==> config.mk <==
export PLATFORM = sky130hd
export DESIGN_NAME = multilevel_priority_queue_bitmap
export DESIGN_NICKNAME = d
export VERILOG_FILES = /design/src/mpqb_pkg.sv /design/src/mpqb_ctrl.sv /design/src/mpqb_dp.sv /design/src/multilevel_priority_queue_bitmap.sv
export SDC_FILE = /design/constraint.sdc
export NUM_CORES = 2
export LEC_CHECK = 0
export ABC_AREA = 1
export BUFFER_PORTS_ARGS = -buffer_cell sky130_fd_sc_hd__buf_4
export CAP_MARGIN = 20
export CORE_MARGIN = 3
export CORE_UTILIZATION = 40
export DETAILED_ROUTE_END_ITERATION = 6
export PLACE_DENSITY = 0.54
export SLEW_MARGIN = 20
export SYNTH_ARGS = -nofsm -noshare
export SYNTH_HDL_FRONTEND = slang
export SYNTH_SLANG_ARGS = --single-unit
==> constraint.sdc <==
create_clock -name clk -period 12 [get_ports clk]
set_input_delay 1.2 -clock clk [delete_from_list [all_inputs] [get_ports clk]]
set_output_delay 1.2 -clock clk [all_outputs]
set_load 0.02 [all_outputs]
==> src/mpqb_pkg.sv <==
// Package for the multilevel priority queue: types, codes and sizes.
// Used by the controller, the datapath and the top level.
package mpqb_pkg;

  localparam int NUM_QUEUES = 32;
  localparam int NUM_NODES  = 64;
  localparam int QW = 5;
  localparam int NW = 6;
  localparam int CW = 7;

  typedef enum logic [1:0] {
    REQ_ENQ   = 2'd0,
    REQ_REM   = 2'd1,
    REQ_QUERY = 2'd2,
    REQ_RSVD  = 2'd3
  } req_type_t;

  typedef enum logic [1:0] {
    ST_OK     = 2'd0,
    ST_QUEUED = 2'd1,
    ST_EMPTY  = 2'd2,
    ST_ABSENT = 2'd3
  } status_t;

  typedef struct packed {
    logic [1:0]    req_type;
    logic [QW-1:0] queue_num;
    logic [NW-1:0] node_id;
  } in_item_t;

  typedef struct packed {
    logic [1:0]    status;
    logic          head_valid;
    logic [NW-1:0] head_node;
    logic [CW-1:0] queue_count;
    logic [31:0]   nonempty_map;
  } out_item_t;

  typedef enum logic [1:0] {
    S_IDLE  = 2'd0,
    S_EXEC  = 2'd1,
    S_OUT   = 2'd2
  } state_t;

  // controller -> datapath
  typedef struct packed {
    logic load;
    logic exec;
    logic emit;
  } dp_cmd_t;

  // datapath -> controller
  typedef struct packed {
    logic dummy;
  } dp_stat_t;

endpackage

==> src/mpqb_ctrl.sv <==
// Controller for the priority queue: sequences load, update and result.
// Depends on mpqb_pkg.
module mpqb_ctrl (
  input  logic              clk,
  input  logic              rst_n,
  input  logic              in_valid,
  output logic              in_stall,
  output logic              out_valid,
  input  logic              out_stall,
  output mpqb_pkg::dp_cmd_t cmd,
  input  mpqb_pkg::dp_stat_t stat
);
  import mpqb_pkg::*;

  state_t state_r, state_nxt;
  logic   ov_r, ov_nxt;

  always_ff @(posedge clk) begin
    if (!rst_n) begin
      state_r <= S_IDLE;
      ov_r    <= 1'b0;
    end else begin
      state_r <= state_nxt;
      ov_r    <= ov_nxt;
    end
  end

  always_comb begin
    state_nxt = state_r;
    unique case (state_r)
      S_IDLE: if (in_valid) state_nxt = S_EXEC;
      S_EXEC: state_nxt = S_OUT;
      S_OUT:  if (!ov_r || !out_stall) state_nxt = S_IDLE;
      default: state_nxt = S_IDLE;
    endcase
  end

  // the output register frees the front end while a result waits
  always_comb begin
    cmd      = '0;
    in_stall = 1'b1;
    ov_nxt   = ov_r && out_stall;
    unique case (state_r)
      S_IDLE: begin
        in_stall = 1'b0;
        cmd.load = in_valid;
      end
      S_EXEC: cmd.exec = 1'b1;
      S_OUT: if (!ov_r || !out_stall) begin
        cmd.emit = 1'b1;
        ov_nxt   = 1'b1;
      end
      default: ;
    endcase
  end

  assign out_valid = ov_r & ~stat.dummy;
endmodule

==> src/mpqb_dp.sv <==
// Datapath: link tables, per-queue head/tail/count, bitmap, output register.
// Depends on mpqb_pkg.
module mpqb_dp (
  input  logic                clk,
  input  logic                rst_n,
  input  mpqb_pkg::in_item_t  in_data,
  output mpqb_pkg::out_item_t out_data,
  input  mpqb_pkg::dp_cmd_t   cmd,
  output mpqb_pkg::dp_stat_t  stat
);
  import mpqb_pkg::*;

  logic [NW-1:0] next_link [NUM_NODES];
  logic [NW-1:0] prev_link [NUM_NODES];
  logic [QW-1:0] node_owner [NUM_NODES];
  logic [NUM_NODES-1:0] queued_r;
  logic [NW-1:0] head_ptr [NUM_QUEUES];
  logic [NW-1:0] tail_ptr [NUM_QUEUES];
  logic [CW-1:0] count_r [NUM_QUEUES];
  logic [31:0]   map_r;

  in_item_t  req_r;
  // registered reads taken at load
  logic [NW-1:0] rd_next_r, rd_prev_r, rd_head_r, rd_tail_r;
  logic [QW-1:0] rd_owner_r;
  logic [CW-1:0] rd_cnt_r;
  logic          rd_q_r;
  status_t       st_r;
  out_item_t     out_r;

  logic [QW-1:0] q;
  logic [NW-1:0] n;
  logic          is_enq, is_rem, is_hd, is_tl;
  status_t       st_nxt;

  always_ff @(posedge clk) begin
    if (cmd.load) begin
      req_r      <= in_data;
      rd_next_r  <= next_link[in_data.node_id];
      rd_prev_r  <= prev_link[in_data.node_id];
      rd_owner_r <= node_owner[in_data.node_id];
      rd_head_r  <= head_ptr[in_data.queue_num];
      rd_tail_r  <= tail_ptr[in_data.queue_num];
    end
  end

  always_ff @(posedge clk) begin
    if (!rst_n) begin
      queued_r <= '0;
      map_r    <= '0;
      for (int i = 0; i < NUM_QUEUES; i++) count_r[i] <= '0;
      rd_q_r   <= 1'b0;
      rd_cnt_r <= '0;
    end else begin
      if (cmd.load) begin
        rd_q_r   <= queued_r[in_data.node_id];
        rd_cnt_r <= count_r[in_data.queue_num];
      end
      if (cmd.exec && st_nxt == ST_OK) begin
        if (is_enq) begin
          queued_r[n]  <= 1'b1;
          count_r[q]   <= rd_cnt_r + CW'(1);
          map_r[q]     <= 1'b1;
        end else if (is_rem) begin
          queued_r[n]  <= 1'b0;
          count_r[q]   <= rd_cnt_r - CW'(1);
          if (rd_cnt_r == CW'(1)) map_r[q] <= 1'b0;
        end
      end
    end
  end

  always_comb begin
    q      = req_r.queue_num;
    n      = req_r.node_id;
    is_enq = (req_r.req_type == REQ_ENQ);
    is_rem = (req_r.req_type == REQ_REM);
    is_hd  = (rd_head_r == n);
    is_tl  = (rd_tail_r == n);
    st_nxt = ST_OK;
    if (is_enq) begin
      if (rd_q_r) st_nxt = ST_QUEUED;
    end else if (is_rem) begin
      if (rd_cnt_r == '0) st_nxt = ST_EMPTY;
      else if (!rd_q_r || rd_owner_r != q) st_nxt = ST_ABSENT;
    end
  end

  // link-table writes
  always_ff @(posedge clk) begin
    if (cmd.exec && st_nxt == ST_OK) begin
      if (is_enq) begin
        if (rd_cnt_r == '0) begin
          head_ptr[q]  <= n;
          prev_link[n] <= '0;
        end else begin
          next_link[rd_tail_r] <= n;
          prev_link[n]         <= rd_tail_r;
        end
        next_link[n]  <= '0;
        tail_ptr[q]   <= n;
        node_owner[n] <= q;
      end else if (is_rem) begin
        if (is_hd) head_ptr[q] <= rd_next_r;
        else       next_link[rd_prev_r] <= rd_next_r;
        if (is_tl) tail_ptr[q] <= rd_prev_r;
        else       prev_link[rd_next_r] <= rd_prev_r;
      end
    end
    if (cmd.exec) st_r <= st_nxt;
  end

  always_ff @(posedge clk) begin
    if (cmd.emit) begin
      out_r.status       <= st_r;
      out_r.head_valid   <= (count_r[q] != '0);
      out_r.head_node    <= (count_r[q] != '0) ? head_ptr[q] : '0;
      out_r.queue_count  <= count_r[q];
      out_r.nonempty_map <= map_r;
    end
  end

  assign out_data   = out_r;
  assign stat.dummy = 1'b0;
endmodule

==> src/multilevel_priority_queue_bitmap.sv <==
// Multilevel priority ready queue with non-empty bitmap.
// Each item goes through table read, link update and result register in turn.
// Items are taken one at a time; a stalled result lets the next item be
// taken and updated, which then waits to load the output register.
// out_valid rises when the result register is loaded, after the link update.
// Reset clears all queue counts, queued flags and the bitmap at once.
// Depends on mpqb_pkg, mpqb_ctrl and mpqb_dp.
module multilevel_priority_queue_bitmap (
  input  logic                clk,
  input  logic                rst_n,
  input  logic                in_valid,
  output logic                in_stall,
  input  mpqb_pkg::in_item_t  in_data,
  output logic                out_valid,
  input  logic                out_stall,
  output mpqb_pkg::out_item_t out_data
);
  import mpqb_pkg::*;

  dp_cmd_t  cmd;
  dp_stat_t stat;

  mpqb_ctrl u_ctrl (
    .clk, .rst_n, .in_valid, .in_stall, .out_valid, .out_stall,
    .cmd, .stat
  );

  mpqb_dp u_dp (
    .clk, .rst_n, .in_data, .out_data, .cmd, .stat
  );
endmodule
# Word-level counts from Yosys, hierarchy flattened
# Memories as Yosys holds them, arrays and structs flattened. A register that Yosys moved wholly into a read port is not among the register bits.
# Index checks and enable logic that the tools add are counted.
# totals
in_bits	17
output_inout_bits	50
ff_bits	157
ram_bits	1696
mem_count	6
# memory_table
name	depth	width	read_ports	rd_clocked_by_memory_dff	wr	line_no	source
u_dp.next_link	64	6	1	1	2	mpqb_dp.sv:13	logic [NW-1:0] next_link [NUM_NODES];
u_dp.prev_link	64	6	1	1	1	mpqb_dp.sv:14	logic [NW-1:0] prev_link [NUM_NODES];
u_dp.node_owner	64	5	1	1	1	mpqb_dp.sv:15	logic [QW-1:0] node_owner [NUM_NODES];
u_dp.count_r	32	7	2	2	32	mpqb_dp.sv:19	logic [CW-1:0] count_r [NUM_QUEUES];
u_dp.head_ptr	32	6	2	2	1	mpqb_dp.sv:17	logic [NW-1:0] head_ptr [NUM_QUEUES];
u_dp.tail_ptr	32	6	1	1	1	mpqb_dp.sv:18	logic [NW-1:0] tail_ptr [NUM_QUEUES];
# op_classes
n_eq_ne	9
n_addsub	2
n_reduce_logical	24
muxes	79
bitwise_logic	10
magnitude_cmp	5
# ops
op	n
64-bit 2-to-1 mux	2
32-bit 2-to-1 mux	3
64-bit bitwise AND	1
64-bit inverter	1
64-bit bitwise OR	1
1-bit 2-to-1 mux	53
6-bit 2-to-1 mux	7
32-bit bitwise AND	1
32-bit inverter	1
32-bit bitwise OR	1
6-bit by 7-bit less-than comparator with 1-bit output, second input constant	2
7-bit 2-to-1 mux	2
6-bit equality test	2
2-bit 2-to-1 mux	6
6-bit OR reduction	2
5-bit 2-to-1 mux	2
7-bit by 1-bit adder with 7-bit output, second input constant	1
7-bit by 1-bit equality test with 1-bit output, second input constant	1
7-bit zero test	1
7-bit nonzero test	1
7-bit OR reduction	1
7-bit by 1-bit subtractor with 7-bit output, second input constant	1
1-bit binary-select mux with 6-bit select	1
1-bit demux with 6-bit select	1
18 further kinds	34

# Logic depth before layout (Yosys ltp)
# depth
ltp_word	14
ltp_mapped	19

# Hierarchy
# From an unflattened synthesis, not the netlist that was laid out.
# unflattened
hier_cells	9039
area_unflattened_um2	84303.4
# by_module_without_submodules
module	instances	seq_area_each_um2	cells_per_inst	area_per_inst_um2
mpqb_dp	1	52029.9	9016	84153.2
mpqb_ctrl	1	60.1	23	150.1

# Worst setup path before layout
# OpenSTA, ideal clock, no wires.
# synth_timing
path_type	reg-to-reg
startpoint	register u_dp.req_r, in the netlist u_dp.q[1]
endpoint	memory u_dp.prev_link[0][3] (data pin)
path_slack_ns	7.278
path_stages_with_launch	13
arrival_time_ns	4.169
setup_time_ns	0.553
n_path_buf	2
period_less_slack_ns	4.722
cell_sequence	edfxtp_1 -> buf_4 -> inv_2 -> nand2_1 -> o21ai_1 -> nor2_1 -> nand3_2 -> nand2_4 -> nand2_4 -> nor2_4 -> nand2_2 -> buf_2 -> o22ai_1
# synth_via
elab_chain_cells	12
word_cells_on_any_way	15
classes_between	eq/ne: 1; mux: 10; reduce/logical: 4
# synth_lines
element	line_no	source
start: declaration	mpqb_dp.sv:22	in_item_t req_r;
start signal: assignment	mpqb_dp.sv:38	req_r <= in_data;
5-bit != test (*)	mpqb_dp.sv:85	else if (!rd_q_r || rd_owner_r != q) st_nxt = ST_ABSENT;
1-bit logical OR (*)	mpqb_dp.sv:85	
2-bit 2-to-1 mux (*)	mpqb_dp.sv:85	
2-bit 2-to-1 mux (*)	mpqb_dp.sv:84	if (rd_cnt_r == '0) st_nxt = ST_EMPTY;
2-bit 2-to-1 mux (*)	mpqb_dp.sv:83	end else if (is_rem) begin
2-bit 2-to-1 mux (*)	mpqb_dp.sv:81	if (is_enq) begin
2-bit zero test (*)	mpqb_dp.sv:91	if (cmd.exec && st_nxt == ST_OK) begin
1-bit logical AND (*)	mpqb_dp.sv:91	
1-bit 2-to-1 mux	mpqb_dp.sv:91	
1-bit 2-to-1 mux (on tied branches)	mpqb_dp.sv:107, mpqb_dp.sv:98	
6-bit OR reduction (no line) / 6-bit 2-to-1 mux (equally long branches)	-	
6-bit 2-to-1 mux (no line) (*)	-	
end: declaration	mpqb_dp.sv:14	
# Mark *: on every way between the ends. The rest lies on a longest branch, timed or not.

# Final worst setup path
# layout_timing
startpoint	register u_dp.req_r[11] (netlist name)
endpoint	memory u_dp.prev_link[3][3], enable pin
# layout_via
elab_chain_cells	9
word_cells_on_any_way	20
classes_between	eq/ne: 1; mux: 14; bitwise: 1; reduce/logical: 4
# layout_lines
element	line_no	source
2-bit by 1-bit equality test with 1-bit output	mpqb_dp.sv:77	is_rem = (req_r.req_type == REQ_REM);
2-bit 2-to-1 mux	mpqb_dp.sv:83	
2-bit 2-to-1 mux	mpqb_dp.sv:81	
2-bit zero test	mpqb_dp.sv:91	
1-bit logical AND	mpqb_dp.sv:91	
1-bit 2-to-1 mux	mpqb_dp.sv:91	
1-bit 2-to-1 mux (on tied branches)	mpqb_dp.sv:107, mpqb_dp.sv:95, mpqb_dp.sv:98	
6-bit OR reduction (no line) / 1-bit bitwise OR (equally long branches)	-	
6-bit 2-to-1 mux (no line) / 1-bit 2-to-1 mux (equally long branches)	-	
# Parallel ways exist; a longest one is shown, timed or not.

==> reports/metrics.csv <==
stage;metric;value;unit
routing;dr_total_vias;67884;
pwr;power_switching_share;25.7;%
synth;synthTopCellsByArea;edfxtp_1 50%, dfxtp_1 12%, nor2_1 11%;
pwr;vdd_ir_drop_max;0.000166;V
layout;drive_gt1_share;7.74;%
routing;drc;2;
synth;ys_ff_latch;1900;
worst_hold_path;min_path_cells;0;
synth;synth_area;84400;um^2
layout;syn2layout_area_growth;11.1;%
sta;fin_crit;5.22;ns
clocking;root_buffer;clkbuf_16;
die;dieWidth;465;um
worst_hold_path;hp-class;flip-flop to flip-flop;
setup_path;endpoint_kind;flip-flop;
sta;timing.setup.tns;0;ns
grt;grt_max_degree;207;
synth;ys.warnings.count;0;
pwr;intPower;11.1;mW
setup_path;critPathArrivalTime;5.70;ns
sta;whs;0.424;ns
clocking;ctsResizeCount;0;
synth;synth_common_cells;2425 x nor2_1, 1404 x edfxtp_1, 1238 x o21ai_0, 690 x nand2_1, 550 x nand3_1;
layout;fin_cells;11570;
die;fp.dieArea;216000;um^2
synth;synth_nets;8870;
sta;period_share;43.5;%
clocking;post-cts-setup-buffer-count;0;
pwr;power_frac_seq;49.0;%
grt;antenna_found_initial;6;
clocking;cts_num_sinks;1900;
synth;synth.distinct_cells;48;
routing;viasPerCell;5.87;
grt;grt_overflow;0;
synth;synth_edf_count;1404;
grt;grt_pass1_wl;434000;um
sta;hold_viol;0;
pwr;pwr-share-comb;9.0;%
routing;drt.antenna.violating_nets;0;
routing;wirelength;298000;um
clocking;htreeDepth;4;
synth;async_flop_share;0;%
setup_path;start_kind;flip-flop;
setup_path;crit_path_max_fanout;36;
status;status;finished with violations;
placed_design;port_buffers;66;
pwr;p_clk_share;42.0;%
clocking;clock_latency;0.85;ns
sta;max_slew_margin;23.7;%
layout;nets;8620;
die;die_y;465;um
synth;syn_inst;8850;
clocking;cts_tree;yes;
synth;avgSynthCellArea;9.53;um^2
die;start_util;40.5;%
sta;slew_viol_final;0;
clocking;clock_path_buffers;3;
pwr;p_leak;33.1;nW
pwr;p_switching;3.84;mW
routing;dr.pass1.iters;7;
clocking;cts_hold_buf;0;
sta;grt_setup_unrepaired;false;
placed_design;place_inst;11182;
clocking;cts_buffers;202;
placed_design;dp.final_hpwl;182000;um
die;row_count;167;
sta;skew;0.0364;ns
run;drv_cap;0;
placed_design;place_congestion;0.887;
die;ios;67;
setup_path;required;12.48;ns
synth;synthFlopType;edfxtp_1;
synth;yosysTopAreaCellShare;50.0;%
sta;fmax;191;MHz
layout;nFillCells;19939;
sta;setup_viol;0;
routing;first_iter_violations;8762;
sta;tightest_slew;1.14;ns
synth;yosysMostFrequentCell;nor2_1;
synth;synth_top_area_cell;edfxtp_1;
setup_path;reg2reg_depth;13;
synth;synth_seq_area_share;61.7;%
grt;grtUsageTotal;26.6;%
routing;routedWlPerCell;25.7;um
clocking;clk_pin_slew;0.06;ns
die;core;208000;um^2
pwr;powerDensity;159;nW/um^2
status;violations;DRC;
setup_path;crit_type;flip-flop to flip-flop;
grt;first_global_vias;64337;
## critical path, cell delays in order, from the launching register on
cell and delay [ns]:
edfxtp_1 0.47, inv_2 0.44, nand2_4 0.51, inv_2 0.17, nand2_1 0.08, nand3_1 0.11
clkinv_1 0.17, nand2_4 0.19, nor2_4 0.08, nand2_2 0.48, o21ai_2 0.22, inv_1 0.24
nand4_1 0.85, nor2_1 0.80
## state kept, by name (all words and copies together), names as in the netlist, named ones only
signal,cells
u_dp.count_r,224
u_dp.head_ptr,192
u_dp.rd_next_r,6
u_dp.prev_link,384
u_dp.req_r,2
u_dp.n,6
u_dp.tail_ptr,192
u_dp.rd_q_r,1
u_dp.rd_owner_r,5
u_dp.q,5
u_ctrl.ov_r,1
u_dp.rd_head_r,6
u_dp.node_owner,320
u_ctrl.state_r,2
u_dp.next_link,384
u_dp.rd_cnt_r,7
u_dp.out_data,48
u_dp.rd_prev_r,6
u_dp.st_r,2
u_dp.rd_tail_r,6
## metal layers
| layer | up-vias | GRT usage [%] | part of all wire [%] |
|---|---|---|---|
| li1 | 30639 | - | - |
| met1 | 33317 | 35.9 | 41 |
| met2 | 3357 | 41.8 | 46 |
| met3 | 567 | 5.50 | 9.1 |
| met4 | 4 | 11.0 | 4.2 |
| met5 | - | 0 | 0.0091 |
## path summary, 6_finish.rpt
kind | start | to | slack, ns
worst max-delay path | u_dp.req_r[11] | u_dp.prev_link[3][3] | 6.78
worst min-delay path | u_dp.st_r[1] | u_dp.out_data[47] | 0.42
worst max register to register | u_dp.req_r[11] | u_dp.prev_link[3][3] | 6.78
worst min register to register | u_dp.st_r[1] | u_dp.out_data[47] | 0.42
## layout by cell type, fill, tap and decap left out, types with 16 or more instances in the layout
master / instances
clkbuf_16: 205
edfxtp_1: 1404
clkbuf_8: 16
o21ai_0: 1225
dfxtp_1: 495
bufinv_16: 16
a22oi_1: 50
o22ai_1: 353
clkinv_1: 38
nor3_1: 55
nand2_1: 689
nor2_1: 2405
o221ai_1: 149
clkbuf_1: 49
nand4_1: 23
buf_4: 183
nor2_4: 76
nand3_1: 549
clkinv_2: 49
a21oi_1: 180
o211ai_1: 116
o21ai_2: 18
inv_1: 238
## power groups by stage
stage	registers, mW	clock network (mW)	logic, mW
5_1_grt	7.32	6.62	1.45
4_1_cts	7.31	6.35	1.32
3_3_place_gp	7.44	0	1.31
3_5_place_dp	7.44	0	1.32
2_1_floorplan	7.40	0	0.809
6_report	7.31	6.27	1.35
## kinds of logic (layout without fill, tap and decap cells)
kind of cell | Yosys count | after routing | synth area share [%]
XOR/XNOR | 13 | 13 | 0.135
flip-flops | 1900 | 1900 | 61.7
buffers and inverters | 913 | 840 | 4.34
adder cells (fa/ha/maj) | 3 | 3 | 0.0445
AND/OR/NAND/NOR | 3857 | 3857 | 19.0
AO/OA/AOI/OAI | 2164 | 2164 | 14.8
other | 0 | 5 | 0
## area by class of cell
type,count,area (um^2),area share [%]
Sequential cell,1900,52100,55.6
Timing Repair Buffer,193,1530,1.64
Multi-Input combinational cell,6037,29000,30.9
Antenna cell,5,12.5,0.0133
Tap cell,2788,3490,3.72
Inverter,266,1030,1.10
Clock inverter,113,1070,1.15
Clock buffer,268,5510,5.87
## per-stage QoR
| step | setup WS [ns] | instance area, um^2 | total power [mW] | util, % |
|---|---|---|---|---|
| finish | 6.78 | 93700 | 14.9 | 45.0 |
| global route | 6.56 | 93700 | 15.4 | 45.0 |
| CTS | 6.87 | 93700 | 15.0 | 45.0 |
| detailed placement | 6.85 | 87100 | 8.77 | 41.8 |
| global placement | 6.89 | 87100 | 8.76 | 41.8 |
| floorplan | 7.28 | 84400 | 8.21 | - |
No activity file was read; power rests on OpenSTA's default activity.
